`config.mk`:
```
export PLATFORM = sky130hd
export DESIGN_NAME = modbus_coil_slave_frame_handler_flat
export DESIGN_NICKNAME = d
export VERILOG_FILES = /design/src/hdl/mbcs_pkg.sv /design/src/hdl/mbcs_if.sv /design/src/hdl/mbcs_ctrl.sv /design/src/hdl/mbcs_datapath.sv /design/src/hdl/modbus_coil_slave_frame_handler.sv /design/src/flat_wrapper.sv
export SDC_FILE = /design/constraint.sdc
export NUM_CORES = 1
export LEC_CHECK = 0
export ABC_AREA = 1
export BUFFER_PORTS_ARGS = -buffer_cell sky130_fd_sc_hd__buf_4
export CAP_MARGIN = 30
export CORE_MARGIN = 8
export CORE_UTILIZATION = 60
export CTS_BUF_LIST = sky130_fd_sc_hd__clkbuf_8
export DETAILED_ROUTE_END_ITERATION = 6
export HOLD_SLACK_MARGIN = 0.05
export PLACE_DENSITY_LB_ADDON = 0.2
export SLEW_MARGIN = 20
export SYNTH_ARGS = -nofsm -noshare
export SYNTH_HDL_FRONTEND = slang
export SYNTH_SLANG_ARGS = --single-unit
```
`constraint.sdc`:
```
create_clock -name clk -period 4.42 [get_ports clk]
set_input_delay 0.442 -clock clk [delete_from_list [all_inputs] [get_ports clk]]
set_output_delay 0.442 -clock clk [all_outputs]
set_load 0.005 [all_outputs]
```
`src/hdl/mbcs_pkg.sv`:
```
// ----------------------------------------------------------------------------
// Modbus coil slave package
// Shared constants, state and select encodings, the controller/datapath
// command and status groups, and the CRC-16/MODBUS byte update.
// ----------------------------------------------------------------------------
package mbcs_pkg;

    // Frame and coil geometry.
    localparam int COIL_COUNT  = 18;
    localparam int FRAME_BYTES = 8;
    localparam int POS_W       = $clog2(FRAME_BYTES);

    // Function codes and fixed reply bytes.
    localparam logic [7:0] FUNC_READ_COILS  = 8'h01;
    localparam logic [7:0] FUNC_WRITE_COIL  = 8'h05;
    localparam logic [7:0] READ_BYTE_COUNT  = 8'h04;
    localparam logic [7:0] COIL_ON_VALUE    = 8'hFF;
    localparam logic [7:0] PAD_BYTE         = 8'h00;

    // Frame byte positions.
    localparam logic [POS_W-1:0] POS_STATION  = 3'd0;
    localparam logic [POS_W-1:0] POS_FUNCTION = 3'd1;
    localparam logic [POS_W-1:0] POS_ADDR_LO  = 3'd3;
    localparam logic [POS_W-1:0] POS_DATA_HI  = 3'd4;
    localparam logic [POS_W-1:0] POS_CRC_LO   = 3'd6;
    localparam logic [POS_W-1:0] POS_CRC_HI   = 3'd7;

    // Sequencer counts: bytes covered by the check and reply payload lengths.
    localparam logic [3:0] CHECK_LAST = 4'd5;
    localparam logic [3:0] READ_LEN   = 4'd7;
    localparam logic [3:0] WRITE_LEN  = 4'd6;

    // CRC-16/MODBUS.
    localparam logic [15:0] CRC_INIT = 16'hFFFF;
    localparam logic [15:0] CRC_POLY = 16'hA001;

    typedef enum logic [2:0] {
        ST_IDLE,
        ST_CHECK,
        ST_VERIFY,
        ST_SEND_READ,
        ST_SEND_WRITE
    } state_t;

    typedef enum logic [1:0] {
        SEL_FRAME,
        SEL_READ_MSG,
        SEL_CRC_LO,
        SEL_CRC_HI
    } byte_sel_t;

    typedef struct packed {
        logic      store_byte;
        logic      crc_init;
        logic      crc_feed;
        logic      coil_update;
        logic      out_load;
        logic      out_last;
        byte_sel_t sel;
        logic [3:0] idx;
    } cmd_t;

    typedef struct packed {
        logic frame_end;
        logic crc_ok;
        logic func_read;
        logic func_write;
        logic out_free;
    } status_t;

    // One byte of the reflected CRC, eight shift steps.
    function automatic logic [15:0] crc_update(logic [15:0] crc_in, logic [7:0] data);
        logic [15:0] c;
        c = crc_in ^ {8'h00, data};
        for (int b = 0; b < 8; b++)
        begin
            c = c[0] ? ((c >> 1) ^ CRC_POLY) : (c >> 1);
        end
        return c;
    endfunction

endpackage

```
`src/hdl/mbcs_if.sv`:
```
// ----------------------------------------------------------------------------
// Modbus coil slave channel interfaces
// Valid/ready channels for received bytes, reply bytes and the status
// register write.
// ----------------------------------------------------------------------------
interface mbcs_rx_if;
    logic       valid;
    logic       ready;
    logic [7:0] rx_byte;

    modport source (output valid, output rx_byte, input ready);
    modport sink   (input valid, input rx_byte, output ready);
endinterface

interface mbcs_tx_if;
    logic        valid;
    logic        ready;
    logic [7:0]  tx_byte;
    logic        last_byte;
    logic [17:0] coil_states;

    modport source (output valid, output tx_byte, output last_byte, output coil_states,
                    input ready);
    modport sink   (input valid, input tx_byte, input last_byte, input coil_states,
                    output ready);
endinterface

interface mbcs_cfg_if;
    logic       valid;
    logic       ready;
    logic [7:0] extra_status_bits;

    modport source (output valid, output extra_status_bits, input ready);
    modport sink   (input valid, input extra_status_bits, output ready);
endinterface

```
`src/hdl/mbcs_ctrl.sv`:
```
// ----------------------------------------------------------------------------
// Modbus coil slave controller
// Sequences byte collection, the CRC check pass, the dispatch on function
// code and the byte-by-byte reply.
// ----------------------------------------------------------------------------
module mbcs_ctrl
    import mbcs_pkg::*;
(
    input  logic    clk,
    input  logic    rst_n,
    input  logic    rx_valid,
    output logic    rx_ready,
    input  status_t status,
    output cmd_t    cmd
);

    state_t     state_reg, state_next;
    logic [3:0] cnt_reg, cnt_next;
    logic [3:0] reply_len;

    // Payload length of the reply being sent.
    assign reply_len = (state_reg == ST_SEND_READ) ? READ_LEN : WRITE_LEN;

    // State and step counter registers.
    always_ff @(posedge clk or negedge rst_n)
    begin
        if (!rst_n)
        begin
            state_reg <= ST_IDLE;
            cnt_reg   <= '0;
        end
        else
        begin
            state_reg <= state_next;
            cnt_reg   <= cnt_next;
        end
    end

    // Next state.
    always_comb
    begin
        state_next = state_reg;
        cnt_next   = cnt_reg;
        case (state_reg)
            ST_IDLE:
            begin
                if (rx_valid && status.frame_end)
                begin
                    state_next = ST_CHECK;
                    cnt_next   = '0;
                end
            end
            ST_CHECK:
            begin
                if (cnt_reg == CHECK_LAST)
                begin
                    state_next = ST_VERIFY;
                    cnt_next   = '0;
                end
                else
                begin
                    cnt_next = cnt_reg + 4'd1;
                end
            end
            ST_VERIFY:
            begin
                if (status.crc_ok && status.func_read)
                begin
                    state_next = ST_SEND_READ;
                end
                else if (status.crc_ok && status.func_write)
                begin
                    state_next = ST_SEND_WRITE;
                end
                else
                begin
                    state_next = ST_IDLE;
                end
            end
            ST_SEND_READ, ST_SEND_WRITE:
            begin
                if (status.out_free)
                begin
                    if (cnt_reg == reply_len + 4'd1)
                    begin
                        state_next = ST_IDLE;
                        cnt_next   = '0;
                    end
                    else
                    begin
                        cnt_next = cnt_reg + 4'd1;
                    end
                end
            end
            default:
            begin
                state_next = ST_IDLE;
                cnt_next   = '0;
            end
        endcase
    end

    // Outputs to the datapath.
    always_comb
    begin
        cmd      = '0;
        cmd.sel  = SEL_FRAME;
        cmd.idx  = cnt_reg;
        rx_ready = 1'b0;
        case (state_reg)
            ST_IDLE:
            begin
                rx_ready       = 1'b1;
                cmd.store_byte = rx_valid;
                cmd.crc_init   = rx_valid && status.frame_end;
            end
            ST_CHECK:
            begin
                cmd.crc_feed = 1'b1;
            end
            ST_VERIFY:
            begin
                cmd.crc_init    = status.crc_ok && (status.func_read || status.func_write);
                cmd.coil_update = status.crc_ok && status.func_write;
            end
            ST_SEND_READ, ST_SEND_WRITE:
            begin
                cmd.out_load = status.out_free;
                if (cnt_reg < reply_len)
                begin
                    cmd.sel      = (state_reg == ST_SEND_READ) ? SEL_READ_MSG : SEL_FRAME;
                    cmd.crc_feed = status.out_free;
                end
                else if (cnt_reg == reply_len)
                begin
                    cmd.sel = SEL_CRC_LO;
                end
                else
                begin
                    cmd.sel      = SEL_CRC_HI;
                    cmd.out_last = 1'b1;
                end
            end
            default:
            begin
                cmd = '0;
            end
        endcase
    end

endmodule

```
`src/hdl/mbcs_datapath.sv`:
```
// ----------------------------------------------------------------------------
// Modbus coil slave datapath
// Frame store, byte position, CRC register, coil register, status register
// and the reply output register.
// ----------------------------------------------------------------------------
module mbcs_datapath
    import mbcs_pkg::*;
(
    input  logic                  clk,
    input  logic                  rst_n,
    input  cmd_t                  cmd,
    output status_t               status,
    input  logic [7:0]            rx_byte,
    input  logic                  cfg_valid,
    input  logic [7:0]            cfg_data,
    input  logic                  tx_ready,
    output logic                  tx_valid,
    output logic [7:0]            tx_byte,
    output logic                  last_byte,
    output logic [COIL_COUNT-1:0] coil_states
);

    logic [7:0]            frame_reg [FRAME_BYTES];
    logic [POS_W-1:0]      pos_reg;
    logic [15:0]           crc_reg;
    logic [COIL_COUNT-1:0] coils_reg, coils_next;
    logic [7:0]            extra_reg;
    logic                  tx_valid_reg;
    logic [7:0]            tx_byte_reg;
    logic                  last_reg;
    logic [COIL_COUNT-1:0] tx_coils_reg;
    logic [7:0]            read_byte;
    logic [7:0]            sel_byte;
    logic [7:0]            addr;

    // Frame store, written at the current byte position.
    always_ff @(posedge clk)
    begin
        if (cmd.store_byte)
        begin
            frame_reg[pos_reg] <= rx_byte;
        end
    end

    // Byte position wraps after the eighth byte.
    always_ff @(posedge clk or negedge rst_n)
    begin
        if (!rst_n)
        begin
            pos_reg <= '0;
        end
        else if (cmd.store_byte)
        begin
            pos_reg <= pos_reg + 1'b1;
        end
    end

    // Status byte register, written from the configuration channel.
    always_ff @(posedge clk or negedge rst_n)
    begin
        if (!rst_n)
        begin
            extra_reg <= '0;
        end
        else if (cfg_valid)
        begin
            extra_reg <= cfg_data;
        end
    end

    // Payload bytes of the read-coils reply.
    always_comb
    begin
        case (cmd.idx)
            4'd0:    read_byte = frame_reg[POS_STATION];
            4'd1:    read_byte = frame_reg[POS_FUNCTION];
            4'd2:    read_byte = READ_BYTE_COUNT;
            4'd3:    read_byte = coils_reg[7:0];
            4'd4:    read_byte = coils_reg[15:8];
            4'd5:    read_byte = ~({7'b0, ~coils_reg[16]} | extra_reg);
            default: read_byte = PAD_BYTE;
        endcase
    end

    // Byte selected for the CRC and for the output register.
    always_comb
    begin
        case (cmd.sel)
            SEL_FRAME:    sel_byte = frame_reg[cmd.idx[POS_W-1:0]];
            SEL_READ_MSG: sel_byte = read_byte;
            SEL_CRC_LO:   sel_byte = crc_reg[7:0];
            SEL_CRC_HI:   sel_byte = crc_reg[15:8];
            default:      sel_byte = PAD_BYTE;
        endcase
    end

    // CRC register: one byte per cycle while crc_feed is set.
    always_ff @(posedge clk or negedge rst_n)
    begin
        if (!rst_n)
        begin
            crc_reg <= CRC_INIT;
        end
        else if (cmd.crc_init)
        begin
            crc_reg <= CRC_INIT;
        end
        else if (cmd.crc_feed)
        begin
            crc_reg <= crc_update(crc_reg, sel_byte);
        end
    end

    // Single coil write from the low address byte; values beyond the last coil change nothing.
    assign addr = frame_reg[POS_ADDR_LO];

    always_comb
    begin
        coils_next = coils_reg;
        for (int i = 0; i < COIL_COUNT; i++)
        begin
            if (addr == 8'(i))
            begin
                coils_next[i] = (frame_reg[POS_DATA_HI] == COIL_ON_VALUE);
            end
        end
    end

    always_ff @(posedge clk or negedge rst_n)
    begin
        if (!rst_n)
        begin
            coils_reg <= '0;
        end
        else if (cmd.coil_update)
        begin
            coils_reg <= coils_next;
        end
    end

    // Output register: valid flag.
    always_ff @(posedge clk or negedge rst_n)
    begin
        if (!rst_n)
        begin
            tx_valid_reg <= 1'b0;
        end
        else if (cmd.out_load)
        begin
            tx_valid_reg <= 1'b1;
        end
        else if (tx_ready)
        begin
            tx_valid_reg <= 1'b0;
        end
    end

    // Output register: payload.
    always_ff @(posedge clk)
    begin
        if (cmd.out_load)
        begin
            tx_byte_reg  <= sel_byte;
            last_reg     <= cmd.out_last;
            tx_coils_reg <= coils_reg;
        end
    end

    // Status towards the controller.
    always_comb
    begin
        status.frame_end  = (pos_reg == POS_CRC_HI);
        status.crc_ok     = (frame_reg[POS_CRC_LO] == crc_reg[7:0]) &&
                            (frame_reg[POS_CRC_HI] == crc_reg[15:8]);
        status.func_read  = (frame_reg[POS_FUNCTION] == FUNC_READ_COILS);
        status.func_write = (frame_reg[POS_FUNCTION] == FUNC_WRITE_COIL);
        status.out_free   = !tx_valid_reg || tx_ready;
    end

    assign tx_valid    = tx_valid_reg;
    assign tx_byte     = tx_byte_reg;
    assign last_byte   = last_reg;
    assign coil_states = tx_coils_reg;

endmodule

```
`src/hdl/modbus_coil_slave_frame_handler.sv`:
```
// ----------------------------------------------------------------------------
// Modbus RTU coil slave frame handler
// Collects 8-byte requests, checks CRC-16/MODBUS, serves read coils and
// write single coil, and sends the reply one byte per transfer.
// ----------------------------------------------------------------------------
//  Channel  Direction  Payload                              Transfer
//  rx       in         rx_byte[7:0]                         valid & ready
//  tx       out        tx_byte[7:0], last_byte, coil_states valid & ready
//  cfg      in         extra_status_bits[7:0]               valid & ready
//
//  Bytes one to seven of a frame are taken whenever rx offers them.
//  The eighth byte starts a CRC pass over stored bytes zero to five (one
//  stored byte per cycle through the CRC register), a decode step, and then
//  nine (read) or eight (write) reply loads, one per cycle while tx takes them.
//  rx is held off during the check and the reply; it reopens while the last
//  reply byte still waits in the output register. cfg is always ready.
//  Reset clears the byte position, the coils, the status register and tx.
// ----------------------------------------------------------------------------
module modbus_coil_slave_frame_handler
    import mbcs_pkg::*;
(
    input logic        clk,
    input logic        rst_n,
    mbcs_rx_if.sink    rx,
    mbcs_tx_if.source  tx,
    mbcs_cfg_if.sink   cfg
);

    cmd_t    cmd;
    status_t status;

    // Status register writes are taken in any cycle.
    assign cfg.ready = 1'b1;

    // Sequencer.
    mbcs_ctrl u_ctrl (
        .clk      (clk),
        .rst_n    (rst_n),
        .rx_valid (rx.valid),
        .rx_ready (rx.ready),
        .status   (status),
        .cmd      (cmd)
    );

    // Storage and arithmetic.
    mbcs_datapath u_datapath (
        .clk         (clk),
        .rst_n       (rst_n),
        .cmd         (cmd),
        .status      (status),
        .rx_byte     (rx.rx_byte),
        .cfg_valid   (cfg.valid),
        .cfg_data    (cfg.extra_status_bits),
        .tx_ready    (tx.ready),
        .tx_valid    (tx.valid),
        .tx_byte     (tx.tx_byte),
        .last_byte   (tx.last_byte),
        .coil_states (tx.coil_states)
    );

endmodule

```
`src/flat_wrapper.sv`:
```
// flat-port wrapper written by rule: the top's interface ports become plain ports
module modbus_coil_slave_frame_handler_flat import mbcs_pkg::*;
  (clk, rst_n, rx_valid, rx_rx_byte, rx_ready, tx_valid, tx_tx_byte, tx_last_byte, tx_coil_states, tx_ready, cfg_valid, cfg_extra_status_bits, cfg_ready);
  mbcs_rx_if rx_i ();
  mbcs_tx_if tx_i ();
  mbcs_cfg_if cfg_i ();
  input logic clk;
  input logic rst_n;
  input wire logic [$bits(rx_i.valid)-1:0] rx_valid;
  input wire logic [$bits(rx_i.rx_byte)-1:0] rx_rx_byte;
  output wire logic [$bits(rx_i.ready)-1:0] rx_ready;
  output wire logic [$bits(tx_i.valid)-1:0] tx_valid;
  output wire logic [$bits(tx_i.tx_byte)-1:0] tx_tx_byte;
  output wire logic [$bits(tx_i.last_byte)-1:0] tx_last_byte;
  output wire logic [$bits(tx_i.coil_states)-1:0] tx_coil_states;
  input wire logic [$bits(tx_i.ready)-1:0] tx_ready;
  input wire logic [$bits(cfg_i.valid)-1:0] cfg_valid;
  input wire logic [$bits(cfg_i.extra_status_bits)-1:0] cfg_extra_status_bits;
  output wire logic [$bits(cfg_i.ready)-1:0] cfg_ready;
  assign rx_i.valid = rx_valid;
  assign rx_i.rx_byte = rx_rx_byte;
  assign rx_ready = rx_i.ready;
  assign tx_valid = tx_i.valid;
  assign tx_tx_byte = tx_i.tx_byte;
  assign tx_last_byte = tx_i.last_byte;
  assign tx_coil_states = tx_i.coil_states;
  assign tx_i.ready = tx_ready;
  assign cfg_i.valid = cfg_valid;
  assign cfg_i.extra_status_bits = cfg_extra_status_bits;
  assign cfg_ready = cfg_i.ready;
  modbus_coil_slave_frame_handler u_core (.clk(clk), .rst_n(rst_n), .rx(rx_i), .tx(tx_i), .cfg(cfg_i));
endmodule
```
==> impl_metrics.json, run 1 <==
{
  "fill_cells": 925,
  "final_common_cell": "nand2_1",
  "max_stage_delay_ns": 0.44,
  "drt-initial-drc-count": 734,
  "wl_um": 18420,
  "worstSetupPathType": "reg -> reg",
  "grt_max_degree": 54,
  "clkSinkCount": 144,
  "largest_register_ffs": 64,
  "wl_met2_um": 8461,
  "clkPwrFrac_pct": 18.5,
  "syn_to_final_growth_pct": 12.67,
  "cp-start-kind": "flip-flop",
  "slew-limit-headroom_pct": 45.17,
  "wl_per_cell_um": 18.28,
  "hpwl_um": 14250,
  "synth_cell_types": 49,
  "intPower_w": 0.003241,
  "dieWidth_um": 126.5,
  "synth-async-reset-ratio_pct": 36.81,
  "nNetsFinal": 874,
  "num_rows": 40,
  "power_frac_comb_pct": 47.9,
  "overflow": 0,
  "cpMostUsedCell": "nand2_1",
  "diodes": 0,
  "die_h_um": 126.5,
  "h-tree-depth": 4,
  "worstPathRequired_ns": 4.80,
  "setup_tns_ns": 0,
  "antenna_found_initial": 0,
  "ys.flop_type": "edfxtp_1",
  "maxUsedRoutingLayer": "met4",
  "track_usage_pct": 23.56,
  "r2r-start": "u_core.u_ctrl.state_reg[2]",
  "via_count": 5752,
  "setup_viol": 0,
  "slew_violations": 0,
  "final_layout_size_suffix_gt1_share_pct": 19.86,
  "fin_worst_skew_ns": 0.01439,
  "cts.clk_slew.worst_paths_ns": 0.08,
  "fin_hold_ws_ns": 0.1750,
  "start_util_pct": 61.28,
  "syn_nets": 811,
  "yosysSeqAreaShare_pct": 55.65,
  "switching_power_w": 0.002596,
  "core_area_sq_mm": 0.01196,
  "worstPathMaxFanout": 10,
  "grt_pass1_wl_um": 28880,
  "clock.fmax_mhz": 303.0,
  "synth_edf_count": 91,
  "io-pin-count": 51,
  "rsz0062_at_grt": "no",
  "worstSkewPairLatency_ns": 0.45,
  "cts_tree": "built",
  "drc_errors": 0,
  "min_from": "tx_ready",
  "clock-root-buffer": "clkbuf_8",
  "cp-startpoint": "u_core.u_ctrl.state_reg[2]",
  "switching_share_pct": 44.48,
  "critical-path-top-delay-family": "simple AND/OR/NAND/NOR gates",
  "hold_viol": 0,
  "drtPass1Iterations": 6,
  "grt_pass1_vias": 5370,
  "crit_arrival_ns": 3.68,
  "wl_met3_um": 1391,
  "globalplace.congestion": 0.9832,
  "maxCapViolCount": 0,
  "syn_area_per_cell_sq_um": 9.337,
  "syn_inst": 785,
  "layout_common_cells": "nand2_1, inv_1, edfxtp_1, nand3_1, buf_4",
  "routedLengthMet1_um": 8140,
  "post-route-period-util_pct": 74.66,
  "status": "finished clean",
  "synth_seq_cells": 144,
  "die_area_sq_mm": 0.01601,
  "cts_max_path_buffers": 2,
  "worstSetupEndpointType": "flip-flop",
  "postRouteAntennaNets": 0,
  "synth.cell_area_sq_mm": 0.007330,
  "vdd_ir_drop_max_mv": 0.4579,
  "yosysWarnings": 0,
  "critPathBufInv": 4,
  "worstMarginPinSlew_ns": 0.8162,
  "vias_per_cell": 5.706,
  "cts_resized": 0,
  "seq_power_share_pct": 33.6,
  "min_path_type": "in -> reg",
  "cp_slowest_cell": "dfrtp_1",
  "p_leak_nw": 3.702,
  "cts_made_buffers": 17,
  "finalCriticalPeriod_ns": 3.300,
  "power_density_mw_per_mm2": 706.8,
  "port-buffer-count": 49
}
-- cell usage after synthesis, drive strengths merged, types with 4 or more instances --
cell type	n	area share, %
o22ai	10	0.85
o21ai	43	3.2
mux2	6	0.92
nand4	20	1.7
inv	101	5.2
dfrtp	37	13
a21oi	11	0.75
nor4	9	0.77
mux2i	9	1.2
ha	5	0.85
xnor2	4	0.48
nor3	8	0.55
nand3	78	5.9
or2	12	1.0
dfstp	16	5.7
nand2	223	12
edfxtp	91	37
a22oi	6	0.61
nor2	61	4.3
buf	10	1.2
-- worst register-to-register path: stages, from the launching register on --
cell      delay [ns]
dfrtp_1         0.44
inv_1           0.12
nand3_1         0.19
inv_1           0.07
ha_1            0.21
o21ai_2         0.22
nor2_4          0.10
nor2_4          0.31
clkinv_4        0.12
o21ai_1         0.10
nor2_1          0.05
nand2_1         0.16
nand2_2         0.08
nand2_1         0.07
nand2_1         0.08
nand2_1         0.07
nand2_1         0.09
nand2_1         0.08
nand3_2         0.10
nand2_2         0.10
nand2_1         0.07
nand3_2         0.08
nand2_2         0.07
nand2_1         0.07
nand3_1         0.07
nand2_1         0.09
inv_1           0.04
-- power groups by stage --
stage,combinational [W],clock (W),sequential (W)
global placement,0.00269,0,0.00198
detailed placement,0.00275,0,0.00198
floorplan,0.00212,0,0.00190
finish,0.00280,0.00108,0.00196
global route,0.00311,0.00114,0.00199
CTS,0.00276,0.00109,0.00196
-- through the flow --
step	cell area (sq um)	util, %	setup WS, ns	total power [W]	instances
2_1_floorplan	7330	-	1.340	0.004024	785
3_3_place_gp	7814	65.32	1.290	0.004665	972
3_5_place_dp	7819	65.37	1.214	0.004733	973
4_1_cts	8248	68.95	1.160	0.005804	1006
5_1_grt	8258	69.04	0.8252	0.006238	1008
6_report	8258	69.04	1.120	0.005837	1008
-- cells by family (layout without fill, tap and decap cells) --
| logic type | count (synthesis) | in the layout | share of synthesized area, % |
|---|---|---|---|
| AOI/OAI and AO/OA | 82 | 82 | 6.846 |
| xor gates and xnor gates | 7 | 7 | 0.8365 |
| adders and majority gates | 5 | 5 | 0.8535 |
| buffers and inverters | 116 | 192 | 6.709 |
| DFF | 144 | 144 | 55.65 |
| muxes | 15 | 15 | 2.151 |
| other | 1 | 1 | 0.05116 |
| and+or+nand+nor | 415 | 415 | 26.90 |
-- worst paths after layout --
| check | to | depth (start not counted) | slack, ns |
|---|---|---|---|
| min in group asynchronous | u_core.u_ctrl.cnt_reg[2] | 2 | 0.55 |
| max | u_core.u_datapath.crc_reg[0] | 26 | 1.12 |
| min | u_core.u_datapath.tx_valid | 2 | 0.18 |
| min reg2reg | u_core.u_datapath.coil_states[14] | 0 | 0.45 |
| max reg2reg | u_core.u_datapath.crc_reg[0] | 26 | 1.12 |
| max in group asynchronous | u_core.u_datapath.coils_reg[6] | 2 | 3.38 |
-- layout make-up --
| class | count | area [sq um] | share of cell area [%] |
|---|---|---|---|
| inverters | 103 | 391.6 | 4.742 |
| multi-input cells | 525 | 2761 | 33.44 |
| clock buffers | 17 | 234.0 | 2.833 |
| clock inverters | 15 | 185.2 | 2.242 |
| repair buffers | 57 | 422.9 | 5.121 |
| flip-flops and latches | 144 | 4079 | 49.39 |
| well taps | 147 | 183.9 | 2.227 |
-- layer usage --
| layer | vias up | GRT usage [%] |
|---|---|---|
| met5 | - | 0 |
| met4 | 0 | 9.200 |
| li1 | 2773 | - |
| met1 | 2727 | 31.04 |
| met2 | 217 | 36.64 |
| met3 | 35 | 6.033 |
-- repair_timing --
action	4_1_cts	5_1_grt
hold endpoints to repair	16	0
setup buffers	0	0
hold buffers	1	0
Note: power is estimated with default switching activity, not from simulation.
==> run 2, diff against run 1 <==
Settings changed: CORE_UTILIZATION 60 to 57.
Clock period 4.42 ns to 2.7 ns, I/O delays scaled along.
==> impl_metrics.json, run 2 (synthesized netlist as in run 1, its figures left out) <==
{
  "status": "complete, but fails checks",
  "violations": "setup timing",
  "io-pin-count": 51,
  "cts_made_buffers": 17,
  "final_common_cell": "nand2_1",
  "via_count": 6381,
  "worst_slack_ns": -0.2197,
  "worstSkewPairLatency_ns": 0.46,
  "final_layout_size_suffix_gt1_share_pct": 32.47,
  "min_path_type": "in -> reg",
  "r2r_slack_ns": -0.22,
  "clock.fmax_mhz": 342.5,
  "drt-initial-drc-count": 712,
  "power_density_mw_per_mm2": 1263,
  "cp-start-kind": "flip-flop",
  "slew-limit-headroom_pct": 53.65,
  "syn_to_final_growth_pct": 29.70,
  "cts_tree": "built",
  "worstPathRequired_ns": 3.10,
  "post-route-period-util_pct": 108.1,
  "cpMostUsedCell": "nand2_2",
  "start_util_pct": 58.32,
  "globalplace.congestion": 0.9397,
  "worstSetupEndpointType": "flip-flop",
  "grt_pass1_vias": 6296,
  "vias_per_cell": 5.588,
  "design_area_sq_mm": 0.009507,
  "critical-path-top-delay-family": "simple AND/OR/NAND/NOR gates",
  "setup_viol": 4,
  "min_from": "rx_rx_byte[6]",
  "p_leak_nw": 4.308,
  "dieWidth_um": 129.4,
  "crit-reg2reg-capture": "u_core.u_datapath.crc_reg[0]",
  "overflow": 0,
  "hpwl_um": 15510,
  "clock-root-buffer": "clkbuf_8",
  "antenna_found_initial": 0,
  "post-place-ws_ns": -0.1411,
  "drc_errors": 0,
  "fin_util_pct": 75.64,
  "core_area_sq_mm": 0.01257,
  "vdd_ir_drop_max_mv": 0.7206,
  "die_area_sq_mm": 0.01674,
  "maxCapViolCount": 0,
  "finalCriticalPeriod_ns": 2.920,
  "diodes": 0,
  "die_h_um": 129.4,
  "drtPass1Iterations": 6,
  "port-buffer-count": 49,
  "grt_max_degree": 54,
  "worstMarginPinSlew_ns": 0.6926,
  "grt_pass1_wl_um": 32840,
  "cts_max_path_buffers": 2,
  "h-tree-depth": 4,
  "r2r-start": "u_core.u_ctrl.state_reg[0]",
  "clkSinkCount": 144,
  "wl_per_cell_um": 18.60,
  "nNetsFinal": 983,
  "largest_register_ffs": 64,
  "slew_violations": 0,
  "num_rows": 41,
  "power_w": 0.01200,
  "placed_area_sq_mm": 0.008481,
  "worstPathMaxFanout": 6,
  "crit_arrival_ns": 3.32,
  "fin_worst_skew_ns": 0.01500,
  "postRouteAntennaNets": 0,
  "hold_viol": 0,
  "hold_path_end": "u_core.u_datapath.frame_reg[5][6]",
  "critPathBufInv": 5,
  "layout_common_cells": "nand2_1, buf_4, inv_1, edfxtp_1, nand3_1",
  "max_stage_delay_ns": 0.46,
  "min_path_cells": 1,
  "rsz0062_at_grt": "yes",
  "track_usage_pct": 26.14,
  "cts.clk_slew.worst_paths_ns": 0.09,
  "cp_slowest_cell": "dfrtp_2",
  "wl_um": 21240,
  "worst_r2r_path_depth": 27,
  "worstSetupPathType": "reg -> reg"
}
[run 2: where the power goes]
| group | switching [W] | internal (W) | leakage [nW] | total, W |
|---|---|---|---|---|
| clock | 0.000921 | 0.000852 | 0.205 | 0.00177 |
| combinational | 0.00406 | 0.00299 | 2.62 | 0.00704 |
| sequential | 0.000306 | 0.00288 | 1.49 | 0.00319 |
[run 2: layer usage]
| metal | GRT usage [%] | vias up | part of all wire [%] |
|---|---|---|---|
| met5 | 0 | - | 0 |
| met4 | 12.16 | 0 | 3.5 |
| met3 | 5.752 | 59 | 7.9 |
| met2 | 41.76 | 285 | 48 |
| met1 | 33.32 | 3050 | 41 |
| li1 | - | 2987 | - |
[run 2: worst max-delay path by stage]
stage	from	endpoint	slack [ns]	cells past startpoint
floorplan	u_core.u_ctrl.state_reg[2]	u_core.u_datapath.crc_reg[0]	0.02	26
global placement	u_core.u_ctrl.state_reg[1]	u_core.u_datapath.crc_reg[13]	-0.06	25
detailed placement	u_core.u_ctrl.state_reg[1]	u_core.u_datapath.crc_reg[0]	-0.14	24
CTS	u_core.u_ctrl.state_reg[0]	u_core.u_datapath.crc_reg[13]	-0.07	24
global route	u_core.u_ctrl.state_reg[0]	u_core.u_datapath.crc_reg[0]	-0.40	27
finish	u_core.u_ctrl.state_reg[0]	u_core.u_datapath.crc_reg[0]	-0.22	27
[run 2: repair_timing]
item                                   in CTS  in global routing
buffers inserted                           13                  6
hold buffers                               16                  0
endpoints found under the hold margin      70                  0
pin swaps                                  20                 30
cloned                                      0                  0
setup endpoints to repair                   4                  9
gates resized for setup                    45                 38
[run 2: layout make-up]
class | instances | area, sq um
Fill cell | 855 | 3062
Inverter | 103 | 391.6
Sequential cell | 144 | 4083
Clock buffer | 17 | 234.0
Multi-Input combinational cell | 525 | 3042
Tap cell | 172 | 215.2
Timing Repair Buffer | 166 | 1366
Clock inverter | 15 | 175.2
[run 2: stage by stage]
step,TNS [ns],cells,hold WS (ns)
after floorplan,0,785,-0.02559
after global routing,-1.584,1142,0.05492
after global placement,-0.1072,1076,0.3392
after detailed placement,-0.4237,1076,0.3538
final,-0.7061,1142,0.06551
after CTS,-0.1335,1136,0.05151
